File: src/rtl/fstk_pkg.sv
// Shared types and constants for the frequency stack.
// No dependencies.
package fstk_pkg;

   localparam int unsigned DefCapacity  = 64;
   localparam int unsigned DefValueBits = 8;
   localparam int unsigned DefSeqBits   = 32;

   typedef enum logic [1:0] {
      ST_PUSHED = 2'd0,
      ST_POPPED = 2'd1,
      ST_EMPTY  = 2'd2,
      ST_FULL   = 2'd3
   } status_type;

   localparam logic OP_PUSH = 1'b0;
   localparam logic OP_POP  = 1'b1;

   typedef enum logic [3:0] {
      S_IDLE,
      S_PUSH_CNT,
      S_PUSH_WR,
      S_SCAN,
      S_SCAN_LAST,
      S_POP_RD,
      S_POP_WR,
      S_CLEAR,
      S_DONE
   } state_type;

   typedef struct packed {
      logic load;
      logic cnt_read;
      logic push_write;
      logic scan_start;
      logic scan_step;
      logic last_read;
      logic pop_write;
      logic clear_step;
      logic set_done;
   } cmd_type;

   typedef struct packed {
      logic is_pop;
      logic empty;
      logic full;
      logic scan_end;
      logic clear_end;
   } stat_type;

endpackage

File: src/rtl/fstk_ctrl.sv
// Controller state machine for the frequency stack.
// Depends on fstk_pkg.
module fstk_ctrl (
   input  logic               clock,
   input  logic               reset,
   input  logic               start,
   input  logic               taken,
   input  fstk_pkg::stat_type stat,
   output fstk_pkg::cmd_type  cmd,
   output logic               idle,
   output logic               out_valid
);
   import fstk_pkg::*;

   state_type state_ff, state_in;

   always_ff @(posedge clock) begin
      if (reset) state_ff <= S_CLEAR;
      else       state_ff <= state_in;
   end

   always_comb begin
      state_in = state_ff;
      unique case (state_ff)
         S_CLEAR:     if (stat.clear_end) state_in = S_IDLE;
         S_IDLE: begin
            if (start) begin
               if (!stat.is_pop) state_in = stat.full ? S_DONE : S_PUSH_CNT;
               else              state_in = stat.empty ? S_DONE : S_SCAN;
            end
         end
         S_PUSH_CNT:  state_in = S_PUSH_WR;
         S_PUSH_WR:   state_in = S_DONE;
         S_SCAN:      if (stat.scan_end) state_in = S_SCAN_LAST;
         S_SCAN_LAST: state_in = S_POP_RD;
         S_POP_RD:    state_in = S_POP_WR;
         S_POP_WR:    state_in = S_DONE;
         S_DONE:      if (taken) state_in = S_IDLE;
         default:     state_in = S_IDLE;
      endcase
   end

   always_comb begin
      cmd = '0;
      idle = 1'b0;
      out_valid = 1'b0;
      unique case (state_ff)
         S_CLEAR:     cmd.clear_step = 1'b1;
         S_IDLE: begin
            idle = 1'b1;
            cmd.load = start;
            cmd.scan_start = start;
            cmd.set_done = start;
         end
         S_PUSH_CNT:  cmd.cnt_read = 1'b1;
         S_PUSH_WR:   cmd.push_write = 1'b1;
         S_SCAN:      cmd.scan_step = 1'b1;
         S_SCAN_LAST: cmd.scan_step = 1'b1;
         S_POP_RD:    cmd.last_read = 1'b1;
         S_POP_WR:    cmd.pop_write = 1'b1;
         S_DONE:      out_valid = 1'b1;
         default:     idle = 1'b0;
      endcase
   end
endmodule

File: config.mk
export PLATFORM = sky130hd
export DESIGN_NAME = fstk_ctrl
export DESIGN_NICKNAME = d
export VERILOG_FILES = /design/src/rtl/fstk_pkg.sv /design/src/rtl/fstk_ctrl.sv
export SDC_FILE = /design/constraint.sdc
export NUM_CORES = 1
export LEC_CHECK = 0
export BUFFER_PORTS_ARGS = -buffer_cell sky130_fd_sc_hd__buf_4
export CELL_PAD_IN_SITES_DETAIL_PLACEMENT = 1
export CELL_PAD_IN_SITES_GLOBAL_PLACEMENT = 2
export CORE_MARGIN = 4
export CORE_UTILIZATION = 19
export DETAILED_ROUTE_END_ITERATION = 7
export GPL_TIMING_DRIVEN = 0
export HOLD_SLACK_MARGIN = 0.08
export PLACE_DENSITY_LB_ADDON = 0.1
export SLEW_MARGIN = 0
export SYNTH_ARGS = -nofsm -noshare
export SYNTH_HDL_FRONTEND = slang
export SYNTH_SLANG_ARGS = --single-unit
File: constraint.sdc
create_clock -name clock -period 1.5 [get_ports clock]
set_clock_uncertainty 0.2 [all_clocks]
set_input_delay 0.45 -clock clock [delete_from_list [all_inputs] [get_ports clock]]
set_output_delay 0.45 -clock clock [all_outputs]
set_load 0.02 [all_outputs]
# == Word-level counts from Yosys, hierarchy flattened ==
# Index checks and enable logic that the tools add are counted.
# word_totals
register_bits,4
in_bits,9
word_cells,34
# op_classes
n_eq_ne,12
n_mux,17
reduce_logical,4
# op_table
operator,count
one-hot mux 4 bit (8 select lines),1
two-way mux 4 bit,7
== test 4 x 3 -> 1 bit (second input constant),4
two-way mux 1 bit,9
== test 4 x 2 -> 1 bit (second input constant),2
!= test 2 bit (second input constant),4
== test 4 x 1 -> 1 bit (second input constant),1
== test 4 bit (second input constant),1
logical NOT 4 bit,1
AND reduction 4 bit,1
OR reduction 2 bit,2

# == Depth between registers and ports, before layout ==
# Gate-level depths: netlist of the first run.
# logic_depth
word_depth,4
depth_mapped,4
depth_no_buf,3

# == Worst setup path before layout of the first run ==
# No wires, ideal clock.
# synth_timing
kind,reg2out
start,reg state_ff[1]
end,out cmd[5] in the netlist's numbering
arrival_ns,1.766
t_required_ns,0.850
path_slack_ns,-0.916
stages_incl_launch_ff,4
path_buffers,1
path_cell_list,dfxtp_1 nor4_1 and2_1 buf_4
# synth_lines
item,line,source
"start, declared",fstk_ctrl.sv:15,"state_type state_ff, state_in;"
"start signal, assigned",fstk_ctrl.sv:19,else state_ff <= state_in;
"end, declared",fstk_ctrl.sv:9,"output fstk_pkg::cmd_type cmd,"

==> results summary, run 1 <==
The overflow left after global routing is 0. The number of clock sinks came out at 4. The count of TritonRoute iterations in the first routing pass came out at 1. The total half-perimeter wirelength after legalization and detailed placement came out at 901 um. In the final layout, the share of cells above drive strength 1 is 0.780. Dividing the detail-routed via count by the number of cells gives 4.37.

The pin count of the biggest net entering global routing came out at 11. The row count is 15. IR analysis of the VDD net gives a maximum drop of 0.431 mV. The number of antenna diodes in the final layout is 0. Across the run, the number of max-cap violations was 0. The utilization of the core after routing is 0.506. The critical path is of the flip-flop to output port type. The number of max-slew violations in the final report came out at 0. The number of failing setup endpoints in the final timing report is 11. The data arrival time of the critical path is 1.27 ns.

The checks that failed: setup timing. Static timing analysis puts the maximum clock frequency at 522 MHz. The global router's overall resource usage is 0.106. The number of fill cells in the layout came out at 206.

The count of input and output buffers is 19. The worst setup slack before clock tree synthesis is -0.273 ns. The number of global-route vias before repair came out at 488. The register with the most flip-flops in the layout has 4 of them. Clock tree synthesis inserted a total of 3 buffers. The register bank with the most flops is state_ff. The setup TNS after final layout is -3.75 ns.

The number of antenna violations at the first check in global routing is 0. The residual antenna-violating net count after detailed routing came out at 0. The cell count after synthesis is 45. The distinct cell type count after synthesis is 25. The detailed router placed 468 vias in this run.

The proportion of synthesized chip area in sequential cells is 0.218. Across all setup checks in the final design, the least slack found is -0.416 ns. The number of nets in the synthesized netlist is 54. In this run, post-CTS hold repair placed 0 buffers. In the layout the commonest cells are 18 x sky130_fd_sc_hd__buf_6, 18 x sky130_fd_sc_hd__buf_4, 4 x sky130_fd_sc_hd__buf_8, 4 x sky130_fd_sc_hd__dfxtp_4, 3 x sky130_fd_sc_hd__clkbuf_4. The post-synthesis to final-layout area growth came out at 145%. The ratio of total power to cell area came out at 986 mW/mm2.

The mapped netlist covers 368 um2. Of the available clock period, the critical path in the final layout requires 1.28. By area the synthesized netlist is led by sky130_fd_sc_hd__dfxtp_1 22%, sky130_fd_sc_hd__buf_4 8.2%, sky130_fd_sc_hd__nor3b_1 6.1%, sky130_fd_sc_hd__mux2i_1 5.4%, sky130_fd_sc_hd__nor2_1 5.1%.

Setup repair after global routing could not meet its margin everywhere. The global-route wire length before repair is 2110 um. The number of DRC markers after the initial detailed-route iteration came out at 0. The standard cell area after detailed placement came out at 638 um2. The number of nets in the final layout is 93.

In this run the number of H-tree levels came out at 1. The normalized max-slew margin came out at 0.806. The number of remaining DRC errors came out at 0. The detail-routed net length per standard cell is 12.1 um. The largest registers in the layout are state_ff: 4 flops.

The run finished, with violations left. The final number of hold-violating endpoints is 0. In this run the clock root is driven by a sky130_fd_sc_hd__clkbuf_4.

During I/O placement, the number of pins put on the boundary was 20. The path class of the tightest hold or removal check is input port to flip-flop. Subtracting the final worst setup slack from the clock period gives 1.92 ns.

Along the worst path, the maximum fanout reaches 4. The clock latency on the worst-skew pair came out at 0.23 ns. Each instance of the synthesized netlist takes up on average 8.17 um2. The cell area after layout came out at 902 um2. The final wirelength is 1300 um. The area used by multi-input combinational logic came out at 348 um2. Of all cell types, the one taking the most synthesized area is sky130_fd_sc_hd__dfxtp_1. The worst setup path is captured at an output port. The startpoint class of the critical path is a flip-flop.

The total number of yosys warnings is 0. Counting flops and latches in the post-synthesis netlist gives 4. The pin slew with the least headroom to its limit came out at 0.287 ns. The floorplan step defined a die boundary enclosing 0.00270 mm2. STA puts the critical path data required time at 0.85 ns.

The horizontal die dimension came out at 52 um. The clock-pin slew on the worst setup and hold paths came out at 0.04 ns. The area of all sequential standard cells came out at 95.1 um2. For this design the static power due to leakage is 0.391 nW. The core region is 0.00178 mm2. TritonCTS built the clock tree. Of the post-synthesis cell area, the dominant cell type holds 0.218. The maximum count of clock buffers along a single path is 2.

The final weighted congestion in routability-driven placement is 0.611. In this run the vertical extent of the chip is 52 um. The completed layout was analyzed and its total power is 0.890 mW. The effective utilization at floorplan came out at 0.206.
==> cells in the mapped netlist <==
library cell and number:
sky130_fd_sc_hd__a21oi_1 2, sky130_fd_sc_hd__or3_1 1, sky130_fd_sc_hd__o211ai_1 1, sky130_fd_sc_hd__nor4_1 2, sky130_fd_sc_hd__o21a_1 1, sky130_fd_sc_hd__dfxtp_1 4
sky130_fd_sc_hd__nand2_1 1, sky130_fd_sc_hd__nor4b_2 1, sky130_fd_sc_hd__buf_4 4, sky130_fd_sc_hd__and2_1 1, sky130_fd_sc_hd__mux2i_1 2, sky130_fd_sc_hd__nor2_1 5
sky130_fd_sc_hd__nand2b_1 1, sky130_fd_sc_hd__buf_2 1, sky130_fd_sc_hd__inv_1 2, sky130_fd_sc_hd__o41ai_1 1, sky130_fd_sc_hd__nor2b_1 3, sky130_fd_sc_hd__nand2b_4 1
sky130_fd_sc_hd__o311a_1 1, sky130_fd_sc_hd__buf_6 1, sky130_fd_sc_hd__nor3_1 2, sky130_fd_sc_hd__o31ai_1 1, sky130_fd_sc_hd__a31oi_1 2, sky130_fd_sc_hd__a41oi_2 1
sky130_fd_sc_hd__nor3b_1 3
==> cell families after synthesis <==
kind of cell / count (synthesis) / share of synthesized area
compound gates: 10 / 0.218
buf+inv: 8 / 0.146
mux: 2 / 0.0544
flops: 4 / 0.218
simple gates: 21 / 0.364
==> routing by layer <==
| layer | GRT usage | wire, um | vias to the layer above |
|---|---|---|---|
| li1 | - | - | 236 |
| met1 | 0.130 | 586 | 218 |
| met2 | 0.169 | 648 | 12 |
| met3 | 0.00287 | 47 | 2 |
| met4 | 0.0917 | 14 | 0 |
| met5 | 0 | 0 | - |
==> through the flow <==
stage / cells / hold WS, ns
after floorplan: 45 / 0.349
after global placement: 89 / 0.463
after detailed placement: 89 / 0.452
after CTS: 107 / 0.231
after global routing: 107 / 0.246
final: 107 / 0.242
==> what timing repair did <==
action,CTS,global route
setup endpoints to repair,11,12
resized for setup,27,8
buffers inserted,15,2
pin swaps,8,3
==> power by group <==
group	switching (mW)	total [mW]	internal [mW]
logic	0.259	0.584	0.325
registers	0.0377	0.172	0.135
clock network	0.0438	0.133	0.0895
total	0.340	0.890	0.549
==> critical path: stages (launching register included) <==
cell and delay [ns]:
sky130_fd_sc_hd__dfxtp_4 0.35, sky130_fd_sc_hd__nor4_4 0.28, sky130_fd_sc_hd__and2_4 0.20, sky130_fd_sc_hd__buf_6 0.09, sky130_fd_sc_hd__buf_6 0.10
==> final timing paths <==
| check | endpoint | slack [ns] | depth (start not counted) | from |
|---|---|---|---|---|
| setup reg to reg | state_ff[3] | 0.04 | 5 | state_ff[2] |
| hold / removal | state_ff[2] | 0.24 | 3 | reset |
| hold reg to reg | state_ff[1] | 0.47 | 2 | state_ff[1] |
| setup / recovery | cmd[5] | -0.42 | 4 | state_ff[1] |
==> area by class of cell <==
| type | instances | share of cell area |
|---|---|---|
| clock buffers | 3 | 0.0250 |
| well taps | 25 | 0.0347 |
| multi-input cells | 33 | 0.386 |
| inverters | 2 | 0.00832 |
| repair buffers | 34 | 0.354 |
| plain buffers | 6 | 0.0874 |
| flip-flops and latches | 4 | 0.105 |
(Power assumes the default switching activity.)
==> run 2: changes to the inputs <==
--- a/config.mk
+++ b/config.mk
@@ -13,7 +13,7 @@
 export DETAILED_ROUTE_END_ITERATION = 7
 export GPL_TIMING_DRIVEN = 0
 export HOLD_SLACK_MARGIN = 0.08
-export PLACE_DENSITY_LB_ADDON = 0.1
+export PLACE_DENSITY = 0.74
 export SLEW_MARGIN = 0
 export SYNTH_ARGS = -nofsm -noshare
 export SYNTH_HDL_FRONTEND = slang
==> results summary, run 2 (synthesis results as in run 1) <==
The run finished, with violations left. The final reports fail on setup timing. The total core area came out at 0.00178 mm2.

Setup violations remaining at the end of the flow were counted as 12. The category of the worst setup path capture point is an output port. The number of DRC markers after the initial detailed-route iteration came out at 4. The critical path goes through nor4_4 > and2_4 > buf_6 > buf_6. The overall via count from detail_route came out at 516. The number of antenna diodes is 0.

The number of global-route vias before repair came out at 530. The tightest min-delay check is of the input port to flip-flop type. After detailed placement, the total cell area comes to 638 um2. The ratio of total power to cell area is 1020 mW/mm2. The worst setup path is of the flip-flop to output port kind.

The cell sitting at the root of the clock tree is a sky130_fd_sc_hd__clkbuf_4. The register bank with the most flops is state_ff. During I/O placement, the number of pins put on the boundary was 20. TritonCTS built the clock tree. Once routing completed, OpenROAD measured the worst setup slack at -0.466 ns. The H-tree level count came out at 1. The via-per-instance ratio is 4.73. The share of the clock period used by the worst path after layout is 1.31. The share of layout cells above drive strength 1 is 0.798. For the worst setup path, the data required time is 0.85 ns. Static timing analysis puts the maximum clock frequency at 509 MHz. The global-route wire length before repair came out at 2400 um. Setup repair after global routing could not meet its margin everywhere. The count of input and output buffers is 19. Data arrives at the worst endpoint at 1.32 ns.

After routing, the total negative slack on setup checks comes to -3.96 ns. The most frequent standard cell in the layout excluding fill and tap cells is sky130_fd_sc_hd__buf_4. The largest registers in the layout are state_ff: 4 flops. The number of clock sinks came out at 4. The biggest fanout along the worst timing path is 3. The register with the most flip-flops in the layout has 4 of them. The number of max-slew violations in the final report came out at 0. The final number of hold-violating endpoints came out at 0. The row count came out at 15. The final weighted congestion in routability-driven placement is 0.654. The maximum count of clock buffers along a single path came out at 2. The pin slew with the least headroom to its limit is 0.310 ns. The final wirelength came out at 1570 um. The post-synthesis to final-layout area growth came out at 158%. STA classifies the critical path startpoint as a flip-flop. The top cell types in the final layout, fill and taps aside, are 19 x sky130_fd_sc_hd__buf_4, 18 x sky130_fd_sc_hd__buf_6, 4 x sky130_fd_sc_hd__dfxtp_4.

The clock period minus final worst setup slack came out at 1.97 ns. The total half-perimeter wirelength after legalization and detailed placement came out at 851 um. The highest ir drop seen on vdd is 0.348 mV. The height of the die is 52 um. The normalized max-slew margin came out at 0.790. Entering global routing, the biggest net connects 11 pins. The detail-routed net length per standard cell is 14.4 um. For this configuration, the core starts out at a cell density of 0.206.

The worst setup slack before clock tree synthesis is -0.260 ns. The cell area after layout is 948 um2. For this design the static power due to leakage is 0.414 nW.

The delay contributed by the slowest stage of the critical path came out at 0.36 ns. Clock-pin slew was measured on the worst setup and hold paths at 0.04 ns. The number of remaining DRC errors came out at 0.

Before antenna repair, the detailed router went through 2 iterations. The clock latency on the worst-skew pair came out at 0.24 ns. Buffers inserted during clock tree synthesis total 3.

The largest individual stage delay along the critical path comes from the cell sky130_fd_sc_hd__dfxtp_4. The most frequent cell on the critical path is sky130_fd_sc_hd__buf_6. The residual antenna-violating net count after detailed routing came out at 0. The overflow left after global routing is 0.

The global router's overall resource usage came out at 0.125. The number of antenna violations at the first check in global routing came out at 0. The number of placed instances, taps included, is 89. The area of the die came out at 0.00270 mm2. The utilization of the core after routing came out at 0.532. The finished layout holds 109 standard cells, fillers aside. At the end of the flow, the number of nets in the layout was 95. The horizontal die dimension came out at 52 um.

Across the run, the number of max-cap violations was 0.
-- run 2: power by group --
part	internal [mW]	switching [mW]	total, mW
clock	0.0899	0.0497	0.140
sequential	0.135	0.0423	0.177
combinational	0.367	0.281	0.648
-- run 2: final timing paths --
check / startpoint / endpoint / slack (ns) / cells past startpoint
min: reset / state_ff[2] / 0.25 / 3
min reg2reg: state_ff[0] / state_ff[0] / 0.56 / 3
max: state_ff[0] / cmd[8] / -0.47 / 4
max reg2reg: state_ff[2] / state_ff[3] / -0.02 / 6
-- run 2: cell type report --
| cell class | count | area (um2) |
|---|---|---|
| fill | 203 | 835 |
| multi-input combinational | 33 | 357 |
| timing repair buffer | 36 | 348 |
| sequential | 4 | 95.1 |
| buffer | 6 | 87.6 |
| tap | 25 | 31.3 |
| clock buffer | 3 | 22.5 |
| inverter | 2 | 7.51 |
-- run 2: worst max-delay path: cells and delay by family (launching register included) --
family,cells,cell delay [ns]
simple gates,2,0.53
buf+inv,2,0.19
flops,1,0.36
-- run 2: stage by stage --
stage / hold WS (ns) / total power [mW]
after global placement: 0.451 / 0.551
after detailed placement: 0.459 / 0.552
final: 0.246 / 0.965
after global routing: 0.260 / 1.02
after CTS: 0.225 / 0.875
after floorplan: 0.349 / 0.446
-- run 2: per-layer routing --
layer | wire length, um | vias up | GRT usage
met1 | 628 | 253 | 0.133
met4 | 46 | 0 | 0.0917
li1 | - | 247 | -
met3 | 31 | 4 | 0.00860
met5 | 0 | - | 0
met2 | 865 | 12 | 0.226
-- run 2: repair_timing --
| action | 4_1_cts | 5_1_grt |
|---|---|---|
| resized for setup | 29 | 9 |
| gates cloned | 0 | 1 |
| pin swaps | 7 | 11 |
| endpoints found under the setup margin | 11 | 14 |
| hold buffers | 0 | 0 |
| endpoints found under the hold margin | 0 | 0 |
| buffers inserted | 13 | 4 |
==> run 3: changes to the inputs <==
--- a/config.mk
+++ b/config.mk
@@ -6,15 +6,17 @@
 export NUM_CORES = 1
 export LEC_CHECK = 0
 export BUFFER_PORTS_ARGS = -buffer_cell sky130_fd_sc_hd__buf_4
-export CELL_PAD_IN_SITES_DETAIL_PLACEMENT = 1
-export CELL_PAD_IN_SITES_GLOBAL_PLACEMENT = 2
+export CELL_PAD_IN_SITES_DETAIL_PLACEMENT = 0
+export CELL_PAD_IN_SITES_GLOBAL_PLACEMENT = 1
 export CORE_MARGIN = 4
-export CORE_UTILIZATION = 19
+export CORE_UTILIZATION = 25
 export DETAILED_ROUTE_END_ITERATION = 7
 export GPL_TIMING_DRIVEN = 0
 export HOLD_SLACK_MARGIN = 0.08
 export PLACE_DENSITY = 0.74
+export SETUP_SLACK_MARGIN = 0.3
 export SLEW_MARGIN = 0
 export SYNTH_ARGS = -nofsm -noshare
 export SYNTH_HDL_FRONTEND = slang
 export SYNTH_SLANG_ARGS = --single-unit
+export TNS_END_PERCENT = 30
==> results summary, run 3 (synthesis results as in run 1) <==
For this run, design rule violations remaining after detail routing come to 0. The number of failing setup endpoints in the final timing report is 12. The area of the die is 0.00215 mm2.

The startpoint class of the critical path is a flip-flop. The checks that failed: setup timing. The clock latency on the worst-skew pair came out at 0.24 ns.

The setup TNS after final layout came out at -3.92 ns. The clock period minus final worst setup slack is 1.94 ns. Summed over all layers, the global routing overflow is 0. In this run the count of I/O pins placed on the die edge is 20. Entering global routing, the biggest net connects 11 pins. The most frequent standard cell in the layout excluding fill and tap cells is sky130_fd_sc_hd__buf_4. Summed over all layers, the routed wires come to 1240 um. The worst setup slack before clock tree synthesis is -0.306 ns. The share of total power dissipated in the clock network is 0.180. The top cell types in the final layout, fill and taps aside, are 25 x sky130_fd_sc_hd__buf_4, 9 x sky130_fd_sc_hd__buf_6, 5 x sky130_fd_sc_hd__nor2_1.

The die is 46.4 um wide. The timing startpoint of the critical path is state_ff[0]. The effective utilization at floorplan came out at 0.272. The flip-flop count of the largest register, all copies and words added came out at 4. Ranked by flip-flop count, first place goes to state_ff. The area used by multi-input combinational logic came out at 314 um2. In this run the power density over the cells is 1000 mW/mm2. Of the total power, the share spent switching nets is 0.390. STA classifies the critical path endpoint as an output port. The number of fill cells in the layout came out at 124. The clock buffer count from CTS is 3. The total area inside the core boundary comes to 0.00135 mm2. CTS saw 4 sinks. The number of DRC markers after the initial detailed-route iteration is 18. The total of hold buffers inserted after clock tree synthesis came out at 0. The number of antenna diodes came out at 0. The H-tree level count came out at 1. The most frequent cell on the critical path is sky130_fd_sc_hd__buf_6.

In the post-route analysis, the smallest setup slack over all paths is -0.438 ns. The number of global-route vias before repair came out at 415. During placement, the flow inserted port buffers numbering 19.

Across the run, the number of max-cap violations was 0. Routability-driven placement finished with a final weighted congestion of 0.653. In this design, the stage delay of the slowest critical-path cell is 0.35 ns. The total half-perimeter wirelength after legalization and detailed placement came out at 749 um.

The number of max-slew violations in the final report came to 0. The final number of hold-violating endpoints is 0. The worst register-to-register path begins at state_ff[2]. The highest ir drop seen on vdd came out at 0.412 mV. The via-per-instance ratio came out at 4.94. The largest individual stage delay along the critical path comes from the cell sky130_fd_sc_hd__dfxtp_4.

The post-synthesis to final-layout area growth came out at 112%. The TritonCTS clock tree is done. The height of the die is 46.4 um. The maximum clock rate came out at 516 MHz. The run finished, with violations left. The path category of the worst min-delay check is input port to flip-flop.

The global router's overall resource usage is 0.120. After detailed routing, the average wire length per cell comes to 13.2 um. The normalized max-slew margin came out at 0.817. The data required time of the worst path is 0.85 ns. The total internal power is 0.476 mW. The global-route wire length before repair came out at 1850 um.

After clock tree synthesis, the clock-pin slew on the worst setup and hold paths is 0.04 ns. The residual antenna-violating net count after detailed routing came out at 0. The pin slew with the least headroom to its limit came out at 0.271 ns. The biggest fanout along the worst timing path is 4. The row count is 13. In the final layout, the share of cells above drive strength 1 is 0.722. The number of antenna violations at the first check in global routing is 0.

The leakage component of the power is 0.352 nW. The cell area after layout came out at 779 um2. The critical path in this run is classified as flip-flop to output port. The sequential power share came out at 0.224. The part of the total power dissipated in combinational logic came out at 0.595.

The maximum count of clock buffers along a single path is 2. Summing all placed instances gives a cell area of 569 um2. The analysis attributes to net switching a power of 0.304 mW.

The overall via count from detail_route is 464. The area of all sequential standard cells is 92.6 um2. The worst hold path begins at reset. The number of nets in the final layout is 90.

In the final layout, the registers with the most flip-flops are state_ff: 4 flops. The data arrival time of the critical path came out at 1.29 ns. In the finished design, the share of the clock period the worst path needs comes to 1.29. Traced cell by cell, the critical path runs through nor4_4 > and2_4 > buf_6 > buf_6. The cell at the root of the clock tree is sky130_fd_sc_hd__clkbuf_4. The count of TritonRoute iterations in the first routing pass came out at 4. Setup repair after global routing could not meet its margin everywhere.
run 3: changes by cell type in the layout (fill, tap and decap cells not counted), sizes merged:
cell    before  now
clkbuf       4    3
buf         41   37
run 3: power by group through the flow:
| stage | Sequential (mW) | Combinational, mW | Clock [mW] |
|---|---|---|---|
| 2_1_floorplan | 0.159 | 0.223 | 0 |
| 3_3_place_gp | 0.163 | 0.322 | 0 |
| 3_5_place_dp | 0.164 | 0.319 | 0 |
| 4_1_cts | 0.168 | 0.381 | 0.144 |
| 5_1_grt | 0.179 | 0.499 | 0.147 |
| 6_report | 0.175 | 0.465 | 0.141 |
run 3: stage by stage:
stage	util	hold WS (ns)	power, mW	std cells
2_1_floorplan	-	0.349	0.382	45
3_3_place_gp	0.422	0.455	0.485	79
3_5_place_dp	0.422	0.455	0.483	79
4_1_cts	0.508	0.225	0.693	87
5_1_grt	0.577	0.238	0.826	94
6_report	0.577	0.232	0.780	94
run 3: worst max-delay path, delay by kind of cell (launching register included):
| family | cells | cell delay (ns) |
|---|---|---|
| simple gates | 2 | 0.50 |
| flops | 1 | 0.35 |
| buf+inv | 2 | 0.19 |
run 3: cell type report:
cell class,instances,area share
multi-input combinational,33,0.403
timing repair buffer,31,0.319
sequential,4,0.119
buffer,6,0.0963
clock buffer,3,0.0289
tap,15,0.0241
inverter,2,0.00963
run 3: path summary, 6_finish.rpt:
kind | endpoint | slack, ns | cells past startpoint
max | cmd[8] | -0.44 | 4
min | state_ff[1] | 0.23 | 3
max reg2reg | state_ff[3] | -0.03 | 5
min reg2reg | state_ff[1] | 0.45 | 2
run 3: per-layer routing:
metal  track usage  wire (um)  vias to the layer above
li1              -          -                      231
met2         0.203        631                       13
met4        0.0511         23                        0
met5             0          0                        -
met3        0.0234         54                        3
met1         0.144        531                      217
run 3: timing repair:
action                     in CTS  in global routing
cloned                          1                  0
setup buffers                   4                  7
pin swaps                       2                  3
resized for setup              18                 10
setup endpoints to repair      15                 15
